$ cat src/rtl/hots_pkg.sv
// Shared types, constants and the hold-band table for the heater on-time scheduler.
package hots_pkg;

	localparam int SP_W    = 15;
	localparam int MEAS_W  = 16;
	localparam int ERR_W   = 18;
	localparam int MAG_W   = 17;
	localparam int ON_W    = 16;
	localparam int LIM_W   = 12;
	localparam int DEAD_W  = 11;
	localparam int BAND_W  = 14;
	localparam int IDX_W   = 3;
	localparam int CFG_W   = 16;
	localparam int IN_TDATA_W = 32;

	localparam logic [IDX_W-1:0] REG_OVERSHOOT_LIMIT = 3'd0;
	localparam logic [IDX_W-1:0] REG_DEAD_BAND       = 3'd1;
	localparam logic [IDX_W-1:0] REG_NEAR_BAND       = 3'd2;
	localparam logic [IDX_W-1:0] REG_MID_BAND        = 3'd3;
	localparam logic [IDX_W-1:0] REG_FAR_BAND        = 3'd4;
	localparam logic [IDX_W-1:0] REG_FAR_POWER       = 3'd5;
	localparam logic [IDX_W-1:0] REG_MID_POWER       = 3'd6;
	localparam logic [IDX_W-1:0] REG_NEAR_POWER      = 3'd7;

	localparam logic signed [LIM_W-1:0] RST_OVERSHOOT_LIMIT = -12'sd40;
	localparam logic [DEAD_W-1:0] RST_DEAD_BAND  = 11'd10;
	localparam logic [BAND_W-1:0] RST_NEAR_BAND  = 14'd500;
	localparam logic [BAND_W-1:0] RST_MID_BAND   = 14'd1000;
	localparam logic [BAND_W-1:0] RST_FAR_BAND   = 14'd4000;
	localparam logic [ON_W-1:0]   RST_FAR_POWER  = 16'd1400;
	localparam logic [ON_W-1:0]   RST_MID_POWER  = 16'd350;
	localparam logic [ON_W-1:0]   RST_NEAR_POWER = 16'd250;

	localparam logic [SP_W-1:0] SP_HALVE_BELOW = 15'd17000;
	localparam logic [SP_W-1:0] SP_ADD20_BELOW = 15'd23500;
	localparam logic [SP_W-1:0] SP_ADD60_BELOW = 15'd24500;
	localparam logic [SP_W-1:0] SP_NEAR_BONUS_ABOVE = 15'd23500;

	localparam logic [ON_W-1:0] STEP_SMALL = 16'd20;
	localparam logic [ON_W-1:0] STEP_LARGE = 16'd60;
	localparam logic [ON_W-1:0] ON_MAX     = 16'hFFFF;

	typedef struct packed {
		logic signed [LIM_W-1:0] overshoot_limit;
		logic [DEAD_W-1:0]       dead_band;
		logic [BAND_W-1:0]       near_band;
		logic [BAND_W-1:0]       mid_band;
		logic [BAND_W-1:0]       far_band;
		logic [ON_W-1:0]         far_power;
		logic [ON_W-1:0]         mid_power;
		logic [ON_W-1:0]         near_power;
	} cfg_t;

	typedef struct packed {
		logic [ON_W-1:0] on_time;
		logic [ON_W-1:0] held_on_time;
		logic            overshoot;
	} step_t;

	function automatic logic [ON_W-1:0] sat_add(input logic [ON_W-1:0] a,
			input logic [ON_W-1:0] b);
		logic [ON_W:0] s;
		s = {1'b0, a} + {1'b0, b};
		return s[ON_W] ? ON_MAX : s[ON_W-1:0];
	endfunction

	function automatic logic [ON_W-1:0] hold_on_time(input logic [SP_W-1:0] sp);
		logic [ON_W-1:0] v;
		if (sp < 15'd5500)       v = 16'd100;
		else if (sp < 15'd8500)  v = 16'd120;
		else if (sp < 15'd12500) v = 16'd140;
		else if (sp < 15'd18500) v = 16'd160;
		else if (sp < 15'd22500) v = 16'd180;
		else if (sp < 15'd23500) v = 16'd200;
		else                     v = 16'd240;
		return v;
	endfunction

endpackage

$ cat src/rtl/heater_on_time_scheduler_unit.sv
// Top level of the heater on-time scheduler: stream ports, configuration and state.
// A measurement is held in the input register until its result is loaded into the output register.
// Throughput: one measurement per cycle while the output is not stalled, limited by the single decision stage that
// updates the on-time state as each result is loaded into the output register.
// The input register accepts a new transfer while a finished result waits to be taken, provided it is empty.
// Reset (arst_n low, asynchronous) loads the register defaults and clears both on-times.
module heater_on_time_scheduler_unit
	import hots_pkg::*;
(
	input  logic                  clk,
	input  logic                  arst_n,
	input  logic                  s_tvalid,
	output logic                  s_tready,
	input  logic [IN_TDATA_W-1:0] s_tdata,   // set_point[14:0], measured[30:15], zero[31]
	output logic                  m_tvalid,
	input  logic                  m_tready,
	output logic [ON_W-1:0]       m_tdata,   // on_time_ms[15:0]
	output logic                  m_tuser,   // overshoot[0]
	input  logic                  cfg_valid,
	output logic                  cfg_ready,
	input  logic [IDX_W-1:0]      cfg_index,
	input  logic [CFG_W-1:0]      cfg_data
);

	cfg_t                     cfg_q;
	logic                     valid_s1;
	logic [SP_W-1:0]          set_point_s1;
	logic signed [MEAS_W-1:0] measured_s1;
	logic [ON_W-1:0]          on_time_q;
	logic [ON_W-1:0]          held_q;
	logic                     out_valid_q;
	logic [ON_W-1:0]          out_on_time_q;
	logic                     out_flag_q;
	logic                     adv;
	step_t                    nxt;

	assign cfg_ready = 1'b1;
	assign adv       = valid_s1 && (!out_valid_q || m_tready);
	assign s_tready  = !valid_s1 || adv;
	assign m_tvalid  = out_valid_q;
	assign m_tdata   = out_on_time_q;
	assign m_tuser   = out_flag_q;

	always_ff @(posedge clk or negedge arst_n) begin
		if (!arst_n) begin
			cfg_q.overshoot_limit <= RST_OVERSHOOT_LIMIT;
			cfg_q.dead_band       <= RST_DEAD_BAND;
			cfg_q.near_band       <= RST_NEAR_BAND;
			cfg_q.mid_band        <= RST_MID_BAND;
			cfg_q.far_band        <= RST_FAR_BAND;
			cfg_q.far_power       <= RST_FAR_POWER;
			cfg_q.mid_power       <= RST_MID_POWER;
			cfg_q.near_power      <= RST_NEAR_POWER;
		end else if (cfg_valid && cfg_ready) begin
			case (cfg_index)
				REG_OVERSHOOT_LIMIT: cfg_q.overshoot_limit <= $signed(cfg_data[LIM_W-1:0]);
				REG_DEAD_BAND:       cfg_q.dead_band  <= cfg_data[DEAD_W-1:0];
				REG_NEAR_BAND:       cfg_q.near_band  <= cfg_data[BAND_W-1:0];
				REG_MID_BAND:        cfg_q.mid_band   <= cfg_data[BAND_W-1:0];
				REG_FAR_BAND:        cfg_q.far_band   <= cfg_data[BAND_W-1:0];
				REG_FAR_POWER:       cfg_q.far_power  <= cfg_data;
				REG_MID_POWER:       cfg_q.mid_power  <= cfg_data;
				REG_NEAR_POWER:      cfg_q.near_power <= cfg_data;
				default: ;
			endcase
		end
	end

	always_ff @(posedge clk or negedge arst_n) begin
		if (!arst_n) begin
			valid_s1 <= 1'b0;
		end else if (s_tready) begin
			valid_s1 <= s_tvalid;
		end
	end

	always_ff @(posedge clk) begin
		if (s_tvalid && s_tready) begin
			set_point_s1 <= s_tdata[SP_W-1:0];
			measured_s1  <= $signed(s_tdata[SP_W+MEAS_W-1:SP_W]);
		end
	end

	hots_calc u_calc (
		.cfg          (cfg_q),
		.set_point    (set_point_s1),
		.measured     (measured_s1),
		.on_time      (on_time_q),
		.held_on_time (held_q),
		.nxt          (nxt)
	);

	always_ff @(posedge clk or negedge arst_n) begin
		if (!arst_n) begin
			on_time_q     <= '0;
			held_q        <= '0;
			out_valid_q   <= 1'b0;
			out_on_time_q <= '0;
			out_flag_q    <= 1'b0;
		end else begin
			if (adv) begin
				on_time_q     <= nxt.on_time;
				held_q        <= nxt.held_on_time;
				out_valid_q   <= 1'b1;
				out_on_time_q <= nxt.on_time;
				out_flag_q    <= nxt.overshoot;
			end else if (m_tready) begin
				out_valid_q <= 1'b0;
			end
		end
	end

	// The result on the output always equals the current on-time state.
	a_out_matches_state: assert property (@(posedge clk) disable iff (!arst_n)
		m_tvalid |-> m_tdata == on_time_q)
		else $error("output on-time differs from state");

	// State changes only when an item moves into the output register.
	a_state_stable: assert property (@(posedge clk) disable iff (!arst_n)
		!adv |=> $stable(on_time_q) && $stable(held_q))
		else $error("state changed without a transfer");

	// Input is held off only while both stages are full and the output is stalled.
	a_ready_low: assert property (@(posedge clk) disable iff (!arst_n)
		!s_tready |-> valid_s1 && out_valid_q && !m_tready)
		else $error("input stalled needlessly");

	// An advancing item always produces a result in the next cycle.
	a_adv_result: assert property (@(posedge clk) disable iff (!arst_n)
		adv |=> m_tvalid)
		else $error("result lost after advance");

endmodule

$ cat src/rtl/hots_calc.sv
// Decision logic that computes the next on-time, held on-time and overshoot flag.
module hots_calc
	import hots_pkg::*;
(
	input  cfg_t                     cfg,
	input  logic [SP_W-1:0]          set_point,
	input  logic signed [MEAS_W-1:0] measured,
	input  logic [ON_W-1:0]          on_time,
	input  logic [ON_W-1:0]          held_on_time,
	output step_t                    nxt
);

	logic signed [ERR_W-1:0] err;
	logic signed [ERR_W-1:0] neg_err;
	logic signed [ERR_W-1:0] lim_ext;
	logic [MAG_W-1:0]        mag;

	assign err     = $signed({{(ERR_W-SP_W){1'b0}}, set_point})
	                 - $signed({{(ERR_W-MEAS_W){measured[MEAS_W-1]}}, measured});
	assign neg_err = -err;
	assign mag     = err[ERR_W-1] ? neg_err[MAG_W-1:0] : err[MAG_W-1:0];
	assign lim_ext = $signed({{(ERR_W-LIM_W){cfg.overshoot_limit[LIM_W-1]}},
	                          cfg.overshoot_limit});

	always_comb begin
		nxt.on_time      = on_time;
		nxt.held_on_time = held_on_time;
		nxt.overshoot    = 1'b0;
		if (err < lim_ext) begin
			nxt.overshoot = 1'b1;
			if (set_point < SP_HALVE_BELOW) begin
				nxt.on_time = {1'b0, held_on_time[ON_W-1:1]};
			end else if (set_point < SP_ADD20_BELOW) begin
				nxt.on_time = sat_add(on_time, STEP_SMALL);
			end else if (set_point < SP_ADD60_BELOW) begin
				nxt.on_time = sat_add(on_time, STEP_LARGE);
			end
		end else if (mag > {{(MAG_W-BAND_W){1'b0}}, cfg.far_band}) begin
			nxt.on_time = cfg.far_power;
		end else if (mag > {{(MAG_W-BAND_W){1'b0}}, cfg.mid_band}) begin
			nxt.on_time = cfg.mid_power;
		end else if (mag > {{(MAG_W-BAND_W){1'b0}}, cfg.near_band}) begin
			if (set_point > SP_NEAR_BONUS_ABOVE) begin
				nxt.on_time = sat_add(cfg.near_power, STEP_SMALL);
			end else begin
				nxt.on_time = cfg.near_power;
			end
		end else if (mag > {{(MAG_W-DEAD_W){1'b0}}, cfg.dead_band}) begin
			nxt.on_time      = hold_on_time(set_point);
			nxt.held_on_time = hold_on_time(set_point);
		end
	end

endmodule

$ cat config.mk
export PLATFORM = sky130hd
export DESIGN_NAME = heater_on_time_scheduler_unit
export DESIGN_NICKNAME = d
export VERILOG_FILES = /design/src/rtl/hots_pkg.sv /design/src/rtl/heater_on_time_scheduler_unit.sv /design/src/rtl/hots_calc.sv
export SDC_FILE = /design/constraint.sdc
export NUM_CORES = 1
export LEC_CHECK = 0
export BUFFER_PORTS_ARGS = -buffer_cell sky130_fd_sc_hd__clkbuf_2
export CORE_ASPECT_RATIO = 0.9
export CORE_MARGIN = 2
export CORE_UTILIZATION = 30
export DETAILED_ROUTE_END_ITERATION = 10
export SKIP_LAST_GASP = 1
export SYNTH_ARGS = -nofsm -noshare
export SYNTH_HDL_FRONTEND = slang
export SYNTH_HIERARCHICAL = 1
export SYNTH_SLANG_ARGS = --single-unit
$ cat constraint.sdc
create_clock -name clk -period 5.9 [get_ports clk]
set_input_delay 1.18 -clock clk [delete_from_list [all_inputs] [get_ports clk]]
set_output_delay 1.18 -clock clk [all_outputs]
set_load 0.05 [all_outputs]
==> results.md, run 1 <==
- Result of the run: completed
- First-pass GRT wire length: around 54000 um
- Synth Cell Area: between 10000 and 15000 um2
- Row count: 70
- Cell Area, Placed: roughly 13000 um2
- Final Max Tran Viols: 0
- Final-stage net count: about 1500
- Final clock skew: about 9.4 ps
- Share of post-route cells with drive strength above 1: about 30%
- Gate count of the mapped netlist: ~1200
- CP top delay family: simple AND/OR/NAND/NOR gates
- Drt first pass iters: 5
- Leakage power of the design: just over 6 nW
- Width of the die: between 200 and 250 um
- Remaining routing DRC violations: 0
- Number of nets with antenna violations after detailed routing: 0
- Worst supply voltage drop on vdd: between 0.2 and 0.25 mV
- RSZ-0062 raised after global routing: false
- IO Pins: 76
- Startpoint of the worst hold path: cfg_q[0]$_DFFE_PN0P_
- Max Clock Freq: between 0.15 and 0.2 GHz
- Avg WL per Cell: about 18 um
- Critical-path cell list: ha_1 > nor2b_4 > o21a_1 > or3_1 > and2_1 > nor3_1 > a21oi_1 > xor2_2 > ha_1 > nand4_1 > or4_1 > o311a_1 > or2_2 > a2111oi_4 > buf_4 > mux2_2 > mux2_2
- Average footprint of a synthesized cell: slightly above 10 um2
- Die ar.: 42640 um2
- I/O Buffers: 73
- Initial core utilization: a little under a third
- Power per unit of standard cell area: approximately 380 nW/um2
- Required @ worst endpoint: about 6200 ps
- Clk Tree Root Cell: clkbuf_16
- Crit. Startpoint: set_point_s1[2]$_DFFE_PP_
- Slew at the pin closest to its max-slew limit: approximately 1200 ps
- Post-CTS clock slew at the launch and capture registers of the worst setup and hold paths: approximately 70 ps
- Number of antenna violations at the first check in global routing: 0
- Crit Path Category: reg2reg
- Buffering stage count on the worst path with inverters included: 1
- Layout overhead on the synthesized area: 14.94%
- Tmin final: roughly 5600 ps
- Setup total negative slack: 0 ps
- Number of CTS-inserted buffers: 17
- Footprint of the multi-input gates: about 7000 um2
- Final period utilization: 95.16%
- Die extent in y: ~200 um
- Detail-routed via count per cell: about 5.3
- TritonCTS clock tree: built
- Final setup violation count: 0
- Number of hold-slack violations in the final timing report: 0
- Class of the worst hold path: reg2reg
- Maximum number of pins on one net before global-route repair: a little over 100
- Hpwl dp: 25320 um
- Max Buffers Root-to-Sink: 2
- Setup crit start kind: flip-flop
- Cell Count Post-Placement: approximately 1800
- Commonest cells after routing, fill and taps aside: mux2_2 (145), inv_1 (102), dfrtp_1 (101)
- Most common library cell in the layout ignoring fill and taps: mux2_2
- GR Overflow Total: 0
- Initial DRC Count: 777
- Antenna Cells: 0
- Clock latency on the worst-skew pair: ~440 ps
- Area of the core: a little over 40000 um2
- DRT Wirelength: between 30000 and 40000 um
- Combined global-route utilization of all metal layers: 16.12%
- Post-CTS setup-driven buffer insertion count: 0
- Synth Warn #: 6
- H-tree lvl count: 4
- Detailed-route via count: slightly below 10000
- Fill cells: between 4000 and 5000
- Area of all sequential standard cells: 4667 um2
- Data arrival time of the critical path: roughly 6000 ps
- Number of global-route vias before repair: 9543
- Beginning of the worst register-to-register path: set_point_s1[2]$_DFFE_PP_
- Critical path's slowest cell: or4_1
- Max-capacitance violation count: 0
- Final cell utilization of the core: between 30% and 40%
- Syn_nets: about 1400
- Total non-filler cell area in the finished layout: 14140 um2
- CTS sink count: roughly 180
- Worst slew margin: 21.87%
- Worst-path maximum fanout: 7
- Final RePlAce weighted congestion: between 0.8 and 0.9
- Crit. End Element: flip-flop
- Delay of the slowest critical-path stage: ~650 ps
- Final standard cell count with taps included and fillers excluded: 1864
[per-stage QoR]
stage | hold WS, ps | total power, mW | setup slack (ps)
6_report | 500.2 | 5.361 | 285.3
5_1_grt | 520.6 | 5.729 | 4.135
4_1_cts | 502.4 | 5.353 | 131.1
3_5_place_dp | 487.3 | 4.166 | 148.5
3_3_place_gp | 467.8 | 4.110 | 245.6
2_1_floorplan | 457.2 | 3.433 | 607.4
[power by group]
| part | total [mW] | internal (mW) | switching (mW) |
|---|---|---|---|
| Sequential | 1.80 | 1.55 | 0.249 |
| Combinational | 2.40 | 0.977 | 1.42 |
| Clock | 1.16 | 0.664 | 0.495 |
| Total | 5.36 | 3.20 | 2.17 |
[timing repair]
item                                   4_1_cts  5_1_grt
endpoints found under the hold margin        0        0
hold buffers                                 0        0
setup endpoints to repair                    0       31
gates resized for setup                      0       17
[final timing paths]
| path | to | slack, ps | cells after the start |
|---|---|---|---|
| worst min-delay path | cfg_q[0]$_DFFE_PN0P_ | 500 | 1 |
| worst max register to register | held_q[2]$_DFFE_PN0P_ | 290 | 17 |
| min in group asynchronous | held_q[7]$_DFFE_PN0P_ | 810 | 1 |
| max in group asynchronous | cfg_q[105]$_DFFE_PN1P_ | 3830 | 2 |
| worst min register to register | cfg_q[0]$_DFFE_PN0P_ | 500 | 1 |
| worst max-delay path | held_q[2]$_DFFE_PN0P_ | 290 | 17 |
[sequential cells by signal, indices dropped and copies added, names as in the netlist]
| name | flops |
|---|---|
| m_tvalid | 1 |
| cfg_q | 113 |
| measured_s1 | 16 |
| m_tuser | 1 |
| set_point_s1 | 15 |
| valid_s1 | 1 |
| m_tdata | 16 |
| held_q | 15 |
[area by class of cell]
cell class              instances  share of cell area, %
well taps                     540                  4.779
repair buffers                120                  5.124
clock buffers                  24                  3.425
clock inverters                 8                 0.7346
inverters                     103                  2.735
flip-flops and latches        178                  33.01
multi-input cells             891                  50.19
[per-layer routing]
metal / part of all wire [%] / vias up / track usage, %
met5: 0 / - / 0
met4: 1.4 / 0 / 4.186
li1: - / 4719 / -
met2: 45 / 269 / 25.18
met1: 48 / 4870 / 23.09
met3: 5.1 / 29 / 2.496
No activity file was read; power rests on OpenSTA's default activity.
==> run 2: changes to the inputs <==
ABC_AREA = 1   (was not set)
==> results.md, run 2 <==
- CP most frequent cell: nand2_1
- Data arrival time of the critical path: 5840 ps (-90 ps)
- Syn_nets: 1967 (+44%)
- Final RePlAce weighted congestion: 0.9104 (+2.2%)
- Maximum number of pins on one net before global-route repair: 103 (+0.98%)
- Crit. End Element: flip-flop
- Number of CTS-inserted buffers: 17 (unchanged)
- Setup crit start kind: flip-flop
- Synth Warn #: 6 (unchanged)
- Clock latency on the worst-skew pair: 460 ps (+20 ps)
- Area of the core: 42700 um2 (+5.3%)
- Number of nets with antenna violations after detailed routing: 0 (unchanged)
- Length of routed wiring on met1: 18840 um (+15%)
- Antenna Cells: 0 (unchanged)
- Share of post-route cells with drive strength above 1: 13.28% (-17 points)
- Worst-path maximum fanout: 17 (+10)
- Timing endpoint of the critical path: held_q[8]$_DFFE_PN0P_
- Total length of routed met2 wires: 15400 um (+0.42%)
- Final clock skew: 18.27 ps (+8.829 ps)
- Clk Tree Root Cell: clkbuf_16
- Combined global-route utilization of all metal layers: 16.92% (+0.80 points)
- Final-stage net count: 2014 (+38%)
- Overall Power: 5.187 mW (-3.2%)
- Final standard cell count with taps included and fillers excluded: 2437 (+31%)
- Setup total negative slack: 0 ps (unchanged)
- Die extent in y: 200.6 um (+2.3%)
- Synth Cell Area: 12890 um2 (+4.8%)
- Layout overhead on the synthesized area: 11.59%
- Worst R2R Path Depth: 28 (+11)
- Max layer used: met4
- Worst reg2reg path endpoint: held_q[8]$_DFFE_PN0P_
- I/O Buffers: 73 (unchanged)
- Beginning of the worst register-to-register path: set_point_s1[7]$_DFFE_PP_
- Critical path's slowest cell: xor2_1
- Drt first pass iters: 6 (+1)
- Number of antenna violations at the first check in global routing: 0 (unchanged)
- Max Buffers Root-to-Sink: 2 (unchanged)
- Max Clock Freq: 0.1816 GHz (+2.0%)
- Hpwl dp: 27560 um (+8.9%)
- Initial core utilization: 30.18% (-0.15 points)
- Worst slew margin: 17.35% (-4.5 points)
- Hold-critical path depth: 2 (+1)
- Cell Count Post-Placement: 2405 (+31%)
- Hold_buf cts: 0 (unchanged)
- GR Overflow Total: 0 (unchanged)
- Detail-routed via count per cell: 4.867 (-8.2%)
- CTS sink count: 178 (unchanged)
- Startpoint of the worst hold path: cfg_q[1]$_DFFE_PN1P_
- First-pass GRT wire length: 60050 um (+12%)
- Delay of the slowest critical-path stage: 620 ps (-30 ps)
- Remaining routing DRC violations: 0 (unchanged)
- Result of the run: completed
- Leakage power of the design: 7.254 nW (+17%)
- Max-capacitance violation count: 0 (unchanged)
- Met3 wire len: 2571 um (+47%)
- Post-CTS clock slew at the launch and capture registers of the worst setup and hold paths: 70 ps (about the same)
- Worst supply voltage drop on vdd: 0.2197 mV (-11%)
- Row count: 72 (+2.9%)
- Average footprint of a synthesized cell: 7.073 um2 (-30%)
- Reg2reg setup slack: 390 ps (+110 ps)
- Width of the die: 222.5 um (+2.3%)
- Power per unit of standard cell area: 360.7 nW/um2 (-4.9%)
- Number of global-route vias before repair: 11160 (+17%)
- Final period utilization: 93.34% (-1.8 points)
- Post-CTS setup-driven buffer insertion count: 0 (unchanged)
- Crit. Startpoint: set_point_s1[7]$_DFFE_PP_
- Slew at the pin closest to its max-slew limit: 1237 ps (+75.50 ps)
- Number of gates given a new drive strength after cts: 0 (unchanged)
- Detailed-route via count: 11860 (+20%)
- Fill cells: 4609 (+13%)
- Final setup violation count: 0 (unchanged)
- H-tree lvl count: 4 (unchanged)
- Gate count of the mapped netlist: 1822 (+49%)
- Commonest cells after routing, fill and taps aside: nand2_1 (629), inv_1 (227), nand3_1 (162)
- Most common library cell in the layout ignoring fill and taps: nand2_1
- Final Max Tran Viols: 0 (unchanged)
- Flip-flop count of the largest register after layout: 113 (unchanged)
- Most flop-heavy register: cfg_q
- Tmin final: 5507 ps (-107.7 ps)
- Initial DRC Count: 939 (+21%)
- Avg WL per Cell: 15.26 um (-16%)
- Die ar.: 44630 um2 (+4.7%)
- RSZ-0062 raised after global routing: false
- Class of the worst hold path: reg2reg
- IO Pins: 76 (unchanged)
- Crit Path Category: reg2reg
- Number of hold-slack violations in the final timing report: 0 (unchanged)
- TritonCTS clock tree: built
- Required @ worst endpoint: 6240 ps (+20 ps)
- DRT Wirelength: 37190 um (+9.4%)
## run 2: cell count changes in the layout (fill, tap and decap cells not counted), moves of 33 or more
cell,delta
nand2_1,+560
mux2_2,-145
nand3_1,+129
inv_1,+125
nor2_1,+49
buf_4,-33
## run 2: worst min-delay path by stage
stage / to
5_1_grt: cfg_q[59]$_DFFE_PN1P_
2_1_floorplan: cfg_q[0]$_DFFE_PN0P_
6_report: cfg_q[1]$_DFFE_PN1P_
3_5_place_dp: cfg_q[59]$_DFFE_PN1P_
3_3_place_gp: cfg_q[81]$_DFFE_PN1P_
4_1_cts: cfg_q[59]$_DFFE_PN1P_
## run 2: worst max-delay path: cells and delay by family, from the launching register on
kind,cells,cell delay (ps)
buf+inv,5,590
fa+ha+maj,2,800
compound gates,6,1240
simple gates,14,1630
flops,1,510
xor+xnor,1,620
## run 2: report_power, final
group	leakage, nW	switching [mW]	internal (mW)
Clock	0.300	0.511	0.682
Combinational	4.88	1.50	0.733
Sequential	2.07	0.237	1.52
## run 2: layout make-up
class / instances / area (um2) / share of cell area (%)
multi-input combinational: 1337 / 6984 / 48.57
timing repair buffer: 88 / 496.7 / 3.454
tap: 555 / 694.4 / 4.829
clock inverter: 5 / 63.81 / 0.4437
clock buffer: 27 / 545.5 / 3.794
sequential: 178 / 4667 / 32.45
inverter: 247 / 928.4 / 6.456
## run 2: layer usage
| layer | global-route usage, % | vias up |
|---|---|---|
| li1 | - | 5903 |
| met1 | 25.50 | 5577 |
| met2 | 24.79 | 355 |
| met3 | 3.601 | 26 |
| met4 | 3.356 | 0 |
| met5 | 0 | - |
## run 2: per-stage QoR
stage	util [%]	instance area (um2)	hold WS [ps]	setup WS, ps
3_3_place_gp	32.25	13770	449.4	696.0
5_1_grt	33.68	14380	472.8	17.50
2_1_floorplan	-	12890	436.7	1679
4_1_cts	33.68	14380	465.3	517.2
6_report	33.68	14380	463.7	393.0
3_5_place_dp	32.25	13770	454.2	548.8
==> run 3: changes to the inputs <==
RECOVER_POWER = 25   (was not set)
==> results.md, run 3 (synthesis gave the netlist of run 2 again) <==
- Number of hold-slack violations in the final timing report: 0 (unchanged)
- Most common library cell in the layout ignoring fill and taps: nand2_1
- H-tree lvl count: 4 (unchanged)
- Number of antenna violations at the first check in global routing: 0 (unchanged)
- Antenna Cells: 0 (unchanged)
- Initial DRC Count: 939 (unchanged)
- Max-capacitance violation count: 1 (+1)
- Hold_buf cts: 0 (unchanged)
- Die ar.: 44630 um2 (unchanged)
- Buffering stage count on the worst path with inverters included: 5 (unchanged)
- Layout overhead on the synthesized area: 11.52% (about the same)
- Row count: 72 (unchanged)
- Width of the die: 222.5 um (unchanged)
- Detailed-route via count: 11860 (-0.034%)
- DRT Wirelength: 37200 um (about the same)
- Timing endpoint of the critical path: held_q[8]$_DFFE_PN0P_
- Final setup violation count: 0 (unchanged)
- Crit Path Category: reg2reg
- Leakage power of the design: 7.243 nW (-0.15%)
- Number of global-route vias before repair: 11160 (unchanged)
- Max Buffers Root-to-Sink: 2 (unchanged)
- Final period utilization: 93.16% (-0.18 points)
- I/O Buffers: 73 (unchanged)
- Area of all sequential standard cells: 4667 um2 (unchanged)
- Detail-routed via count per cell: 4.865 (about the same)
- CTS sink count: 178 (unchanged)
- Final Max Tran Viols: 103 (+103)
- Setup crit start kind: flip-flop
- Fill cells: 4611 (+0.043%)
- Fraction of met3 tracks used by global routing: 3.601% (unchanged)
- CP top delay family: simple AND/OR/NAND/NOR gates
- Max Clock Freq: 0.1819 GHz (+0.19%)
- Data arrival time of the critical path: 5830 ps (about the same)
- Worst reg2reg path endpoint: held_q[8]$_DFFE_PN0P_
- Post-CTS clock slew at the launch and capture registers of the worst setup and hold paths: 70 ps (about the same)
- Least setup slack across all paths after layout: 403.6 ps (+10.60 ps)
- Maximum number of pins on one net before global-route repair: 103 (unchanged)
- Final clock skew: 18.24 ps (-0.03000 ps)
- Crit. End Element: flip-flop
- Power per unit of standard cell area: 360.9 nW/um2 (about the same)
- Most flop-heavy register: cfg_q
- Placement-stage worst setup slack: 548.8 ps (unchanged)
- Class of the worst hold path: reg2reg
- Area of the core: 42700 um2 (unchanged)
- CP most frequent cell: nand2_1
- Drt first pass iters: 6 (unchanged)
- Required @ worst endpoint: 6240 ps (about the same)
- Violated checks: max-capacitance violations, max-slew violations
- Number of CTS-inserted buffers: 17 (unchanged)
- Delay of the slowest critical-path stage: 620 ps (about the same)
- RSZ-0062 raised after global routing: false
- Setup total negative slack: 0 ps (unchanged)
- Worst supply voltage drop on vdd: 0.2194 mV (-0.10%)
- Crit. Startpoint: set_point_s1[7]$_DFFE_PP_
- Combined global-route utilization of all metal layers: 16.92% (unchanged)
- Reg2reg setup slack: 400 ps (about the same)
- Final-stage net count: 2014 (unchanged)
- Worst R2R Path Depth: 28 (unchanged)
- GR Overflow Total: 0 (unchanged)
- Number of gates given a new drive strength after cts: 0 (unchanged)
- Post-CTS setup-driven buffer insertion count: 0 (unchanged)
- Most Used Layer, Global Route: met1
- Avg WL per Cell: 15.26 um (about the same)
- Met1 routing resource usage after global routing: 25.50% (unchanged)
- Hpwl dp: 27560 um (unchanged)
- Commonest cells after routing, fill and taps aside: nand2_1 (629), inv_1 (227), nand3_1 (162)
- Slew at the pin closest to its max-slew limit: 2645 ps (+1408 ps)
- Final RePlAce weighted congestion: 0.9104 (unchanged)
- Flip-flop count of the largest register after layout: 113 (unchanged)
- Clock latency on the worst-skew pair: 460 ps (about the same)
- Final cell utilization of the core: 33.65% (about the same)
- Worst-path maximum fanout: 17 (unchanged)
- M2 GR Usage: 24.79% (unchanged)
- TritonCTS clock tree: built
- Remaining routing DRC violations: 0 (unchanged)
- First-pass GRT wire length: 60050 um (unchanged)
- Die extent in y: 200.6 um (unchanged)
- Result of the run: finished, violations left
- Share of post-route cells with drive strength above 1: 13.12% (-0.16 points)
- Critical path's slowest cell: xor2_1
- Initial core utilization: 30.18% (unchanged)
- Number of nets with antenna violations after detailed routing: 0 (unchanged)
- Clk Tree Root Cell: clkbuf_16
- IO Pins: 76 (unchanged)
- Footprint of the multi-input gates: 6984 um2 (unchanged)
- Tmin final: 5496 ps (-10.60 ps)
- Worst slew margin: -76.32% (-94 points)
- Cell count along the critical path: 28 (unchanged)
- Beginning of the worst register-to-register path: set_point_s1[7]$_DFFE_PP_
==> run 3: cell count changes in the layout (fill, tap and decap cells not counted), sizes merged <==
| cell | delta |
|---|---|
| clkbuf | +1 |
| buf | -1 |
==> run 3: power breakdown <==
part,switching [mW],internal (mW)
Combinational,1.50,0.732
Clock,0.511,0.682
Sequential,0.237,1.52
Total,2.25,2.94
==> run 3: layout make-up <==
cell class,count,area share (%)
Timing Repair Buffer,88,3.387
Tap cell,555,4.832
Clock buffer,27,3.796
Inverter,247,6.461
Clock inverter,5,0.4441
Sequential cell,178,32.48
Multi-Input combinational cell,1337,48.60
==> run 3: worst register-to-register path, delay by kind of cell, from the launching register on <==
| family | cells | cell delay (ps) |
|---|---|---|
| compound gates | 6 | 1240 |
| buf+inv | 5 | 590 |
| flops | 1 | 510 |
| simple gates | 14 | 1640 |
| xor+xnor | 1 | 620 |
| fa+ha+maj | 2 | 810 |
==> run 3: per-stage QoR <==
step,hold slack [ps],power (mW),std cells,cell area (um2)
5_1_grt,472.8,5.577,2437,14370
4_1_cts,465.3,5.191,2437,14380
2_1_floorplan,436.7,3.348,1822,12890
3_3_place_gp,449.4,3.923,2405,13770
3_5_place_dp,454.2,3.978,2405,13770
6_report,463.7,5.187,2437,14370
==> run 3: worst min path at each step <==
stage,from,end,slack (ps),depth (start not counted)
6_report,cfg_q[1]$_DFFE_PN1P_,cfg_q[1]$_DFFE_PN1P_,460,2
5_1_grt,cfg_q[59]$_DFFE_PN1P_,cfg_q[59]$_DFFE_PN1P_,470,2
3_3_place_gp,cfg_q[81]$_DFFE_PN1P_,cfg_q[81]$_DFFE_PN1P_,450,2
3_5_place_dp,cfg_q[59]$_DFFE_PN1P_,cfg_q[59]$_DFFE_PN1P_,450,2
2_1_floorplan,cfg_q[0]$_DFFE_PN0P_,cfg_q[0]$_DFFE_PN0P_,440,2
4_1_cts,cfg_q[59]$_DFFE_PN1P_,cfg_q[59]$_DFFE_PN1P_,470,2
==> run 3: metal layers <==
layer,up-vias,wire (um)
met5,-,0
met4,0,367
met3,25,2660
met2,369,15410
met1,5560,18760
li1,5903,-
